## config.mk

```make
export PLATFORM = sky130hd
export DESIGN_NAME = weighted_adjacency_matrix_engine_top
export DESIGN_NICKNAME = d
export VERILOG_FILES = /design/src/hdl/wame_pkg.sv /design/src/hdl/wame_ram.sv /design/src/hdl/wame_front.sv /design/src/hdl/wame_back.sv /design/src/hdl/weighted_adjacency_matrix_engine_top.sv
export VERILOG_INCLUDE_DIRS = /design/src /design/src/hdl
export SDC_FILE = /design/constraint.sdc
export NUM_CORES = 2
export LEC_CHECK = 0
export BUFFER_PORTS_ARGS = -buffer_cell sky130_fd_sc_hd__buf_4
export CORE_MARGIN = 2
export CORE_UTILIZATION = 35
export DETAILED_ROUTE_END_ITERATION = 8
export GPL_TIMING_DRIVEN = 0
export MAX_ROUTING_LAYER = met4
export PLACE_DENSITY = 0.56
export SYNTH_ARGS = -nofsm -noshare
export SYNTH_HDL_FRONTEND = slang
export SYNTH_HIERARCHICAL = 1
export SYNTH_MEMORY_MAX_BITS = 65536
export SYNTH_SLANG_ARGS = --single-unit
```

## constraint.sdc

```tcl
create_clock -name clk -period 5.5 [get_ports clk]
set_input_delay 0.825 -clock clk [delete_from_list [all_inputs] [get_ports clk]]
set_output_delay 0.825 -clock clk [all_outputs]
set_load 0.02 [all_outputs]
```

## src/hdl/weighted_adjacency_matrix_engine_top_assert.svh

```systemverilog
// ---------------------------------------------------------------------------
// Assertion macros for the weighted adjacency matrix engine
// Concurrent checks on clk, disabled while arst_n is low.
// ---------------------------------------------------------------------------
`ifndef WEIGHTED_ADJACENCY_MATRIX_ENGINE_TOP_ASSERT_SVH
`define WEIGHTED_ADJACENCY_MATRIX_ENGINE_TOP_ASSERT_SVH

`ifndef NO_ASSERTIONS

// same-cycle implication
`define WAME_ASSERT_IMPL(lbl, ante, cons, msg) \
	lbl: assert property (@(posedge clk) disable iff (!arst_n) (ante) |-> (cons)) \
		else $error(msg);

// next-cycle implication
`define WAME_ASSERT_NEXT(lbl, ante, cons, msg) \
	lbl: assert property (@(posedge clk) disable iff (!arst_n) (ante) |=> (cons)) \
		else $error(msg);

`else

`define WAME_ASSERT_IMPL(lbl, ante, cons, msg)
`define WAME_ASSERT_NEXT(lbl, ante, cons, msg)

`endif

`endif

```

## src/hdl/wame_pkg.sv

```systemverilog
// ---------------------------------------------------------------------------
// wame_pkg
// Shared types and constants of the weighted adjacency matrix engine.
// ---------------------------------------------------------------------------
`timescale 1ns / 1ps

package wame_pkg;

	localparam int VTX_W  = 8;   // vertex index field
	localparam int WGT_W  = 16;  // stored edge weight
	localparam int VAL_W  = 32;  // result value
	localparam int CNT_W  = 9;   // active vertex count, up to 256
	localparam int VC_W   = 5;   // vertex_count register
	localparam int FND_W  = 5;   // listed neighbours, up to the limit

	localparam logic [FND_W-1:0] RESULT_LIMIT = 5'd16;

	localparam logic [1:0] ST_OK    = 2'd0;
	localparam logic [1:0] ST_RANGE = 2'd1;
	localparam logic [1:0] ST_NONE  = 2'd2;

	typedef enum logic [2:0] {
		OP_SET   = 3'd0,
		OP_READ  = 3'd1,
		OP_PATH  = 3'd2,
		OP_SUCC  = 3'd3,
		OP_PRED  = 3'd4,
		OP_CLEAR = 3'd5
	} op_t;

	// classified command word, front to back
	typedef struct packed {
		op_t              op;
		logic [VTX_W-1:0] a;
		logic [VTX_W-1:0] b;
		logic             a_ok;
		logic             b_ok;
		logic [WGT_W-1:0] weight;
		logic             last;
	} cmd_t;

	typedef struct packed {
		logic [VAL_W-1:0] value;
		logic [VTX_W-1:0] neighbour;
		logic             present;
		logic [1:0]       status;
		logic             final_item;
	} res_t;

endpackage

```

## src/hdl/wame_ram.sv

```systemverilog
// ---------------------------------------------------------------------------
// wame_ram
// Generic single-write, single-read RAM with registered read data.
// ---------------------------------------------------------------------------
`timescale 1ns / 1ps

module wame_ram #(
	parameter int WIDTH = 16,
	parameter int DEPTH = 256
) (
	input  logic                     clk,
	input  logic                     we,
	input  logic [$clog2(DEPTH)-1:0] waddr,
	input  logic [WIDTH-1:0]         wdata,
	input  logic                     re,
	input  logic [$clog2(DEPTH)-1:0] raddr,
	output logic [WIDTH-1:0]         rdata
);

	logic [WIDTH-1:0] mem [DEPTH];

	always_ff @(posedge clk) begin
		if (we) begin
			mem[waddr] <= wdata;
		end
		if (re) begin
			rdata <= mem[raddr];
		end
	end

endmodule

```

## src/hdl/wame_front.sv

```systemverilog
// ---------------------------------------------------------------------------
// wame_front
// Accepts input words, checks vertex ranges, drops unused operation codes
// and queues the commands for the execution side.
// ---------------------------------------------------------------------------
`timescale 1ns / 1ps

module wame_front
	import wame_pkg::*;
(
	input  logic             clk,
	input  logic             arst_n,
	input  logic             push,
	input  logic [2:0]       operation,
	input  logic [VTX_W-1:0] start_vertex,
	input  logic [VTX_W-1:0] end_vertex,
	input  logic [WGT_W-1:0] edge_weight,
	input  logic             path_end,
	input  logic [CNT_W-1:0] n_act,
	output logic             full,
	output cmd_t             cmd,
	output logic             cmd_vld,
	input  logic             pop
);

	cmd_t       q_q [2];
	logic       wr_ptr_q;
	logic       rd_ptr_q;
	logic [1:0] cnt_q;
	logic       keep;
	logic       do_push;
	logic       do_pop;
	cmd_t       nxt;

	always_comb begin
		unique case (op_t'(operation))
			OP_SET, OP_READ, OP_PATH, OP_SUCC, OP_PRED, OP_CLEAR: keep = 1'b1;
			default:                                              keep = 1'b0;
		endcase
		nxt.op     = op_t'(operation);
		nxt.a      = start_vertex;
		nxt.b      = end_vertex;
		nxt.a_ok   = CNT_W'(start_vertex) < n_act;
		nxt.b_ok   = CNT_W'(end_vertex) < n_act;
		nxt.weight = edge_weight;
		nxt.last   = path_end;
	end

	assign full    = cnt_q == 2'd2;
	assign cmd_vld = cnt_q != 2'd0;
	assign cmd     = q_q[rd_ptr_q];
	assign do_push = push && keep;
	assign do_pop  = pop && cmd_vld;

	always_ff @(posedge clk) begin
		if (do_push) begin
			q_q[wr_ptr_q] <= nxt;
		end
	end

	always_ff @(posedge clk or negedge arst_n) begin
		if (!arst_n) begin
			wr_ptr_q <= 1'b0;
			rd_ptr_q <= 1'b0;
			cnt_q    <= 2'd0;
		end else begin
			if (do_push) begin
				wr_ptr_q <= ~wr_ptr_q;
			end
			if (do_pop) begin
				rd_ptr_q <= ~rd_ptr_q;
			end
			cnt_q <= cnt_q + 2'(do_push) - 2'(do_pop);
		end
	end

endmodule

```

## src/hdl/wame_back.sv

```systemverilog
// ---------------------------------------------------------------------------
// wame_back
// Executes queued commands against the weight matrix RAM: edge writes and
// reads, path accumulation, row and column scans, and clearing sweeps.
// ---------------------------------------------------------------------------
`timescale 1ns / 1ps

module wame_back
	import wame_pkg::*;
#(
	parameter int MAX_VERTICES = 16
) (
	input  logic             clk,
	input  logic             arst_n,
	input  logic             cfg_clear,
	input  logic [CNT_W-1:0] n_act,
	input  cmd_t             cmd,
	input  logic             cmd_vld,
	output logic             pop,
	output logic             init_busy,
	output res_t             res,
	output logic             res_vld
);

	localparam int IW    = $clog2(MAX_VERTICES);
	localparam int AW    = 2 * IW;
	localparam int DEPTH = 1 << AW;

	typedef enum logic [2:0] {
		S_IDLE,
		S_EXEC,
		S_WAIT,
		S_SCAN,
		S_SWEEP
	} state_t;

	state_t            state_q;
	cmd_t              cmd_q;
	logic [AW-1:0]     sweep_q;
	logic              sweep_emit_q;
	logic [IW:0]       j_q;
	logic [FND_W-1:0]  found_q;
	logic [IW-1:0]     hold_idx_q;
	logic [WGT_W-1:0]  hold_w_q;
	logic              rd_vld_s1;
	logic [IW-1:0]     rd_idx_s1;
	logic              started_q;
	logic              broken_q;
	logic [VAL_W-1:0]  total_q;
	logic [IW-1:0]     prev_q;
	logic              prev_ok_q;
	res_t              res_q;
	logic              res_vld_q;

	logic              we;
	logic [AW-1:0]     waddr;
	logic [WGT_W-1:0]  wdata;
	logic              re;
	logic [AW-1:0]     raddr;
	logic [WGT_W-1:0]  rdata;
	logic              scan_issue;
	logic [IW-1:0]     a_idx;
	logic [IW-1:0]     b_idx;
	logic [IW-1:0]     j_idx;
	logic              rd_pos;
	logic [VAL_W-1:0]  sum_sat;

	function automatic logic [VAL_W-1:0] sat_add(logic [VAL_W-1:0] t, logic [WGT_W-1:0] w);
		logic [VAL_W:0] s;
		s = {t[VAL_W-1], t} + {{(VAL_W-WGT_W+1){w[WGT_W-1]}}, w};
		if (s[VAL_W] != s[VAL_W-1]) begin
			return s[VAL_W] ? {1'b1, {(VAL_W-1){1'b0}}} : {1'b0, {(VAL_W-1){1'b1}}};
		end
		return s[VAL_W-1:0];
	endfunction

	function automatic res_t mk_res(logic [VAL_W-1:0] v, logic [VTX_W-1:0] nb, logic pr,
			logic [1:0] st, logic fin);
		res_t r;
		r.value      = v;
		r.neighbour  = nb;
		r.present    = pr;
		r.status     = st;
		r.final_item = fin;
		return r;
	endfunction

	assign a_idx   = cmd_q.a[IW-1:0];
	assign b_idx   = cmd_q.b[IW-1:0];
	assign j_idx   = j_q[IW-1:0];
	assign rd_pos  = !rdata[WGT_W-1] && (rdata != '0);
	assign sum_sat = sat_add(total_q, rdata);

	assign scan_issue = (state_q == S_SCAN) && (CNT_W'(j_q) < n_act)
		&& (found_q < RESULT_LIMIT);

	always_comb begin
		we    = 1'b0;
		waddr = {a_idx, b_idx};
		wdata = cmd_q.weight;
		re    = 1'b0;
		raddr = {a_idx, b_idx};
		if (state_q == S_SWEEP) begin
			we    = 1'b1;
			waddr = sweep_q;
			wdata = '0;
		end else if (state_q == S_EXEC) begin
			case (cmd_q.op)
				OP_SET:  we = cmd_q.a_ok && cmd_q.b_ok;
				OP_READ: re = cmd_q.a_ok && cmd_q.b_ok;
				OP_PATH: begin
					re    = started_q && !broken_q && cmd_q.a_ok && prev_ok_q;
					raddr = {prev_q, a_idx};
				end
				default: re = 1'b0;
			endcase
		end else if (state_q == S_SCAN) begin
			re    = scan_issue;
			raddr = (cmd_q.op == OP_SUCC) ? {a_idx, j_idx} : {j_idx, a_idx};
		end
	end

	wame_ram #(
		.WIDTH (WGT_W),
		.DEPTH (DEPTH)
	) u_matrix (
		.clk   (clk),
		.we    (we),
		.waddr (waddr),
		.wdata (wdata),
		.re    (re),
		.raddr (raddr),
		.rdata (rdata)
	);

	assign pop       = (state_q == S_IDLE) && cmd_vld;
	assign init_busy = (state_q == S_SWEEP) && !sweep_emit_q;
	assign res       = res_q;
	assign res_vld   = res_vld_q;

	always_ff @(posedge clk) begin
		if (pop) begin
			cmd_q <= cmd;
		end
		if (state_q == S_SCAN) begin
			rd_idx_s1 <= j_idx;
		end
	end

	always_ff @(posedge clk or negedge arst_n) begin
		if (!arst_n) begin
			state_q      <= S_SWEEP;
			sweep_q      <= '0;
			sweep_emit_q <= 1'b0;
			j_q          <= '0;
			found_q      <= '0;
			hold_idx_q   <= '0;
			hold_w_q     <= '0;
			rd_vld_s1    <= 1'b0;
			started_q    <= 1'b0;
			broken_q     <= 1'b0;
			total_q      <= '0;
			prev_q       <= '0;
			prev_ok_q    <= 1'b0;
			res_q        <= '0;
			res_vld_q    <= 1'b0;
		end else begin
			res_vld_q <= 1'b0;
			rd_vld_s1 <= scan_issue;
			unique case (state_q)
				S_IDLE: begin
					if (cmd_vld) begin
						state_q <= S_EXEC;
					end
				end
				S_EXEC: begin
					state_q <= S_IDLE;
					case (cmd_q.op)
						OP_SET: begin
							res_q     <= mk_res('0, '0, 1'b0,
								(cmd_q.a_ok && cmd_q.b_ok) ? ST_OK : ST_RANGE, 1'b1);
							res_vld_q <= 1'b1;
						end
						OP_READ: begin
							if (cmd_q.a_ok && cmd_q.b_ok) begin
								state_q <= S_WAIT;
							end else begin
								res_q     <= mk_res('0, '0, 1'b0, ST_RANGE, 1'b1);
								res_vld_q <= 1'b1;
							end
						end
						OP_PATH: begin
							if (started_q && !broken_q && cmd_q.a_ok && prev_ok_q) begin
								state_q <= S_WAIT;
							end else begin
								// opening vertex, a path already broken, or a hop with an out-of-range vertex
								broken_q  <= started_q;
								started_q <= 1'b1;
								if (!started_q) begin
									total_q <= '0;
								end
								prev_q    <= a_idx;
								prev_ok_q <= cmd_q.a_ok;
								if (cmd_q.last) begin
									res_q     <= mk_res('0, '0, 1'b0, ST_OK, 1'b1);
									res_vld_q <= 1'b1;
									started_q <= 1'b0;
									broken_q  <= 1'b0;
									total_q   <= '0;
									prev_q    <= '0;
									prev_ok_q <= 1'b0;
								end
							end
						end
						OP_SUCC, OP_PRED: begin
							if (cmd_q.a_ok) begin
								state_q <= S_SCAN;
								j_q     <= '0;
								found_q <= '0;
							end else begin
								res_q     <= mk_res('0, '0, 1'b0, ST_RANGE, 1'b1);
								res_vld_q <= 1'b1;
							end
						end
						OP_CLEAR: begin
							state_q      <= S_SWEEP;
							sweep_q      <= '0;
							sweep_emit_q <= 1'b1;
							started_q    <= 1'b0;
							broken_q     <= 1'b0;
							total_q      <= '0;
							prev_q       <= '0;
							prev_ok_q    <= 1'b0;
						end
						default: state_q <= S_IDLE;
					endcase
				end
				S_WAIT: begin
					state_q <= S_IDLE;
					if (cmd_q.op == OP_READ) begin
						res_q     <= mk_res({{(VAL_W-WGT_W){rdata[WGT_W-1]}}, rdata}, '0,
							rdata != '0, ST_OK, 1'b1);
						res_vld_q <= 1'b1;
					end else begin
						if (rdata == '0) begin
							broken_q <= 1'b1;
						end else begin
							total_q <= sum_sat;
						end
						prev_q    <= a_idx;
						prev_ok_q <= cmd_q.a_ok;
						if (cmd_q.last) begin
							res_q     <= mk_res((rdata == '0) ? '0 : sum_sat, '0, 1'b0,
								ST_OK, 1'b1);
							res_vld_q <= 1'b1;
							started_q <= 1'b0;
							broken_q  <= 1'b0;
							total_q   <= '0;
							prev_q    <= '0;
							prev_ok_q <= 1'b0;
						end
					end
				end
				S_SCAN: begin
					if (scan_issue) begin
						j_q <= j_q + 1'b1;
					end
					// one found entry is held back so the last one can carry final_item
					if (rd_vld_s1 && rd_pos && found_q < RESULT_LIMIT) begin
						if (found_q != '0) begin
							res_q     <= mk_res({{(VAL_W-WGT_W){1'b0}}, hold_w_q},
								VTX_W'(hold_idx_q), 1'b1, ST_OK, 1'b0);
							res_vld_q <= 1'b1;
						end
						hold_w_q   <= rdata;
						hold_idx_q <= rd_idx_s1;
						found_q    <= found_q + 1'b1;
					end
					if (!scan_issue && !rd_vld_s1) begin
						state_q   <= S_IDLE;
						res_vld_q <= 1'b1;
						if (found_q == '0) begin
							res_q <= mk_res('0, '0, 1'b0, ST_NONE, 1'b1);
						end else begin
							res_q <= mk_res({{(VAL_W-WGT_W){1'b0}}, hold_w_q},
								VTX_W'(hold_idx_q), 1'b1, ST_OK, 1'b1);
						end
					end
				end
				S_SWEEP: begin
					sweep_q <= sweep_q + 1'b1;
					if (sweep_q == {AW{1'b1}}) begin
						state_q <= S_IDLE;
						if (sweep_emit_q) begin
							res_q     <= mk_res('0, '0, 1'b0, ST_OK, 1'b1);
							res_vld_q <= 1'b1;
						end
					end
				end
				default: state_q <= S_IDLE;
			endcase
			// register write: restart the clearing pass, drop the path
			if (cfg_clear) begin
				state_q      <= S_SWEEP;
				sweep_q      <= '0;
				sweep_emit_q <= 1'b0;
				res_vld_q    <= 1'b0;
				started_q    <= 1'b0;
				broken_q     <= 1'b0;
				total_q      <= '0;
				prev_q       <= '0;
				prev_ok_q    <= 1'b0;
			end
		end
	end

endmodule

```

## src/hdl/weighted_adjacency_matrix_engine_top.sv

```systemverilog
// ---------------------------------------------------------------------------
// weighted_adjacency_matrix_engine_top
// Dense weighted directed graph engine with an APB register port.
// ---------------------------------------------------------------------------
// A command is taken when start is high and busy is low; it is checked and
// placed in a two-word queue, so up to two commands can wait while one runs.
// Results appear for one cycle each with result_valid high and cannot be
// held off; final_item marks the last result of a command. Operation codes
// six and seven are dropped at the input. After leaving the queue, a set
// edge is written directly, a weight read or path hop waits for the
// registered matrix read, and a successor or predecessor listing scans up to
// the n active vertices in turn through the single matrix read port. Clear
// sweeps all 4^ceil(log2 MAX_VERTICES) matrix RAM entries (256 at the
// default), one entry per cycle. After reset, the same sweep runs with
// busy high; writing vertex_count also starts it.
// ---------------------------------------------------------------------------
`timescale 1ns / 1ps

`include "weighted_adjacency_matrix_engine_top_assert.svh"

module weighted_adjacency_matrix_engine_top
	import wame_pkg::*;
#(
	parameter int MAX_VERTICES = 16
) (
	input  logic                    clk,
	input  logic                    arst_n,
	input  logic                    psel,
	input  logic                    penable,
	input  logic                    pwrite,
	input  logic [2:0]              paddr,
	input  logic [31:0]             pwdata,
	output logic [31:0]             prdata,
	output logic                    pready,
	input  logic                    start,
	output logic                    busy,
	input  logic [2:0]              operation,
	input  logic [VTX_W-1:0]        start_vertex,
	input  logic [VTX_W-1:0]        end_vertex,
	input  logic signed [WGT_W-1:0] edge_weight,
	input  logic                    path_end,
	output logic                    result_valid,
	output logic signed [VAL_W-1:0] value,
	output logic [VTX_W-1:0]        neighbour,
	output logic                    edge_present,
	output logic [1:0]              status,
	output logic                    final_item
);

	localparam logic             REG_VERTEX_COUNT = 1'b0;
	localparam logic [CNT_W-1:0] MAX_N            = CNT_W'(MAX_VERTICES);

	logic [VC_W-1:0]  vc_q;
	logic [CNT_W-1:0] vc_ext;
	logic [CNT_W-1:0] n_act;
	logic             cfg_wr;
	logic             fifo_full;
	logic             init_busy;
	logic             accept;
	logic             pop;
	logic             cmd_vld;
	cmd_t             cmd;
	res_t             res;

	assign pready = 1'b1;
	assign cfg_wr = psel && penable && pwrite && (paddr[2] == REG_VERTEX_COUNT);
	assign prdata = (paddr[2] == REG_VERTEX_COUNT) ? 32'(vc_q) : '0;

	assign vc_ext = CNT_W'(vc_q);
	assign n_act  = (vc_ext > MAX_N) ? MAX_N : vc_ext;

	always_ff @(posedge clk or negedge arst_n) begin
		if (!arst_n) begin
			vc_q <= '0;
		end else if (cfg_wr) begin
			vc_q <= pwdata[VC_W-1:0];
		end
	end

	assign busy   = fifo_full || init_busy;
	assign accept = start && !busy;

	wame_front u_front (
		.clk          (clk),
		.arst_n       (arst_n),
		.push         (accept),
		.operation    (operation),
		.start_vertex (start_vertex),
		.end_vertex   (end_vertex),
		.edge_weight  (edge_weight),
		.path_end     (path_end),
		.n_act        (n_act),
		.full         (fifo_full),
		.cmd          (cmd),
		.cmd_vld      (cmd_vld),
		.pop          (pop)
	);

	wame_back #(
		.MAX_VERTICES (MAX_VERTICES)
	) u_back (
		.clk       (clk),
		.arst_n    (arst_n),
		.cfg_clear (cfg_wr),
		.n_act     (n_act),
		.cmd       (cmd),
		.cmd_vld   (cmd_vld),
		.pop       (pop),
		.init_busy (init_busy),
		.res       (res),
		.res_vld   (result_valid)
	);

	assign value        = res.value;
	assign neighbour    = res.neighbour;
	assign edge_present = res.present;
	assign status       = res.status;
	assign final_item   = res.final_item;

	`WAME_ASSERT_IMPL(a_no_result_in_init, init_busy, !result_valid,
		"result during reset clearing pass")
	`WAME_ASSERT_IMPL(a_error_is_final, result_valid && (status != ST_OK),
		final_item && (value == '0) && !edge_present, "error result not final or not empty")
	`WAME_ASSERT_IMPL(a_present_nonzero, result_valid && edge_present, value != '0,
		"edge_present with zero value")
	`WAME_ASSERT_NEXT(a_cfg_quiet, cfg_wr, !result_valid,
		"result right after vertex_count write")

endmodule

```

==> results.toml <==
[critical_path]
rr_worst_depth = 11
cp.required_ps = 6140
critPathKind = "flop to flop"
rr_startpoint = "u_back/state_q[1]$_DFFE_PN0P_"
rrSetupSlack_ps = -270
crit_path_max_fanout = 16
crit_arrival_ps = 6410
reg2reg_to = "u_back/u_matrix/mem[104][14]$_DFFE_PP_"
crit_path_end_kind = "flop"
worstSetupStartpointType = "flop"

[finish]
regArea_um2 = 130000
finalNonFillerCells = 16228
utilization = 0.417
fin_area_um2 = 203000
final_nets = 9532
drive_gt1_frac = 0.295
area_delta_synth_final_pct = 18.5
multi_input_area_um2 = 41300
num-fill-cells = 42323

[clock_tree]
cts_tree = "yes"
cts_sinks = 4338
clockRootBuffer = "clkbuf_16"
clock_latency_ps = 1040
clock_path_buffers = 4
clk_pin_slew_ps = 60
cts_buffers = 432
htree_levels = 5

[floorplan]
start_util = 0.352
num_rows = 256
dieWidth_um = 704
coreArea_um2 = 487000
io_pins = 156
dieArea_um2 = 495000
die_h_um = 704

[placed_design]
place_hpwl_um = 389000
placed_cell_area_um2 = 186000
placed_cells = 15368
io_buffer_count = 94
globalplace.congestion = 0.992

[yosys]
yosysWarnings = 6
syn_inst = 8524
synth_area_um2 = 171000
avgSynthCellArea_um2 = 20.1

[sta]
slew_headroom = 0.134
hold_viol = 0
fin_crit_ps = 5770
tightestPinTransition_ps = 1300
drv_slew = 0
fin_ws_ps = -267
rsz0062_at_grt = "true"
fmax_ghz = 0.173
fin_crit_sh = 1.05
setup_viol = 228
clock_skew_ps = 42.3

[job]
drv_cap = 0

[routing]
route.vias.total = 93844
drc = 0
first_pass_iters = 6
drtIter0Drc = 13740
via_per_inst = 5.78
routedWlPerCell_um = 34.0
antenna_left = 0
routed_wl_um = 552000

[hold_path]
hold_class = "primary input to flop"
min_from = "pwrite"
holdPathEnd = "vc_q[2]$_DFFE_PN0P_"
hold_depth = 3

[global_routing]
track_usage = 0.224
grt_max_degree = 92
grt_overflow = 0
first_global_vias = 90953
grt_pass1_wl_um = 748000
antenna_found_initial = 41

[power]
p_leak_nw = 65.2
power_w = 0.134
peakVddDrop_v = 0.000547
powerDensity_nw_per_um2 = 659

[run_status]
violations = "negative setup slack"
outcome = "complete, but fails checks"
layer usage:
metal / part of all wire / vias up / global-route usage
li1: - / 37407 / -
met1: 0.40 / 50209 / 0.299
met2: 0.45 / 5292 / 0.335
met3: 0.10 / 936 / 0.0465
met4: 0.050 / 0 / 0.0945
met5: 0 / - / -
sequential cells by signal, summed over array words and instances (netlist names), 2 cells and up:
name                   flops
u_back/hold_w_q           16
u_back/a_idx               4
u_back/found_q             5
u_back/u_matrix/rdata     16
u_front/q_q               60
u_back/b_idx               4
vc_q                       5
u_back/state_q             3
u_back/u_matrix/mem     4096
u_front/cnt_q              2
u_back/j_q                 5
u_back/cmd_q              22
u_back/total_q            32
u_back/sweep_q             8
u_back/res                40
u_back/rd_idx_s1           4
u_back/hold_idx_q          4
u_back/prev_q              4
layout make-up:
class / count / share of cell area
sequential: 4338 / 0.638
multi-input combinational: 3644 / 0.203
clock buffer: 515 / 0.0549
timing repair buffer: 404 / 0.0306
tap: 6450 / 0.0397
buffer: 527 / 0.0180
antenna: 14 / 0.000173
clock inverter: 285 / 0.0139
inverter: 51 / 0.000974
worst max-delay path by stage:
stage                                       start                                      to  cells after the start  slack, ps
CTS                 u_back/state_q[0]$_DFFE_PN0P_      u_back/u_matrix/rdata[1]$_DFFE_PP_                     15        -80
global placement    u_back/state_q[2]$_DFFE_PN1P_   u_back/u_matrix/mem[110][8]$_DFFE_PP_                      4      -5560
global route        u_back/state_q[2]$_DFFE_PN1P_   u_back/u_matrix/mem[108][9]$_DFFE_PP_                     11       -200
detailed placement     u_back/cmd_q[37]$_DFFE_PP_      u_back/u_matrix/rdata[1]$_DFFE_PP_                     15      -3330
finish              u_back/state_q[1]$_DFFE_PN0P_  u_back/u_matrix/mem[104][14]$_DFFE_PP_                     11       -270
floorplan           u_back/state_q[1]$_DFFE_PN0P_    u_back/u_matrix/mem[0][10]$_DFFE_PP_                      5        390
placed cells by master (no fill, tap or decap), types with 95 or more instances in the layout:
cell	count
a21oi_1	225
buf_4	188
buf_8	153
clkbuf_1	193
clkbuf_16	433
clkbuf_2	95
clkinv_1	104
dfrtp_1	131
edfxtp_1	4206
mux2_2	142
mux2i_1	568
mux4_2	797
nand2_1	137
nor2_1	132
nor2_2	212
o221ai_1	200
o22ai_1	138
stage by stage:
stage	setup slack, ps	hold slack [ps]	setup TNS (ps)
finish	-267	250	-19250
floorplan	392	450	0
detailed placement	-3330	472	-207800
global route	-198	229	-16570
global placement	-5560	462	-
CTS	-76.0	169	-218
critical path, cell delays in order, from the launching register on:
cell	delay, ps
dfrtp_1	350
buf_2	190
inv_1	210
nand2_1	230
or3_1	400
o31ai_2	830
clkbuf_1	460
clkbuf_1	400
nand3_1	640
clkbuf_2	530
buf_12	300
nor2_2	770
what timing repair did:
action                                  in CTS  in global routing
hold endpoints to repair                   116                  0
setup buffers                                1                 15
gates resized for setup                    457                196
hold buffers                                34                  0
pin swaps                                   21                 28
endpoints found under the setup margin    1044                625
where the power goes:
group | leakage [nW] | switching (W) | internal, W
Sequential | 39.6 | 0.000431 | 0.0428
Clock | 6.81 | 0.0128 | 0.0165
Combinational | 18.8 | 0.0414 | 0.0198
No activity file was read; power rests on OpenSTA's default activity.
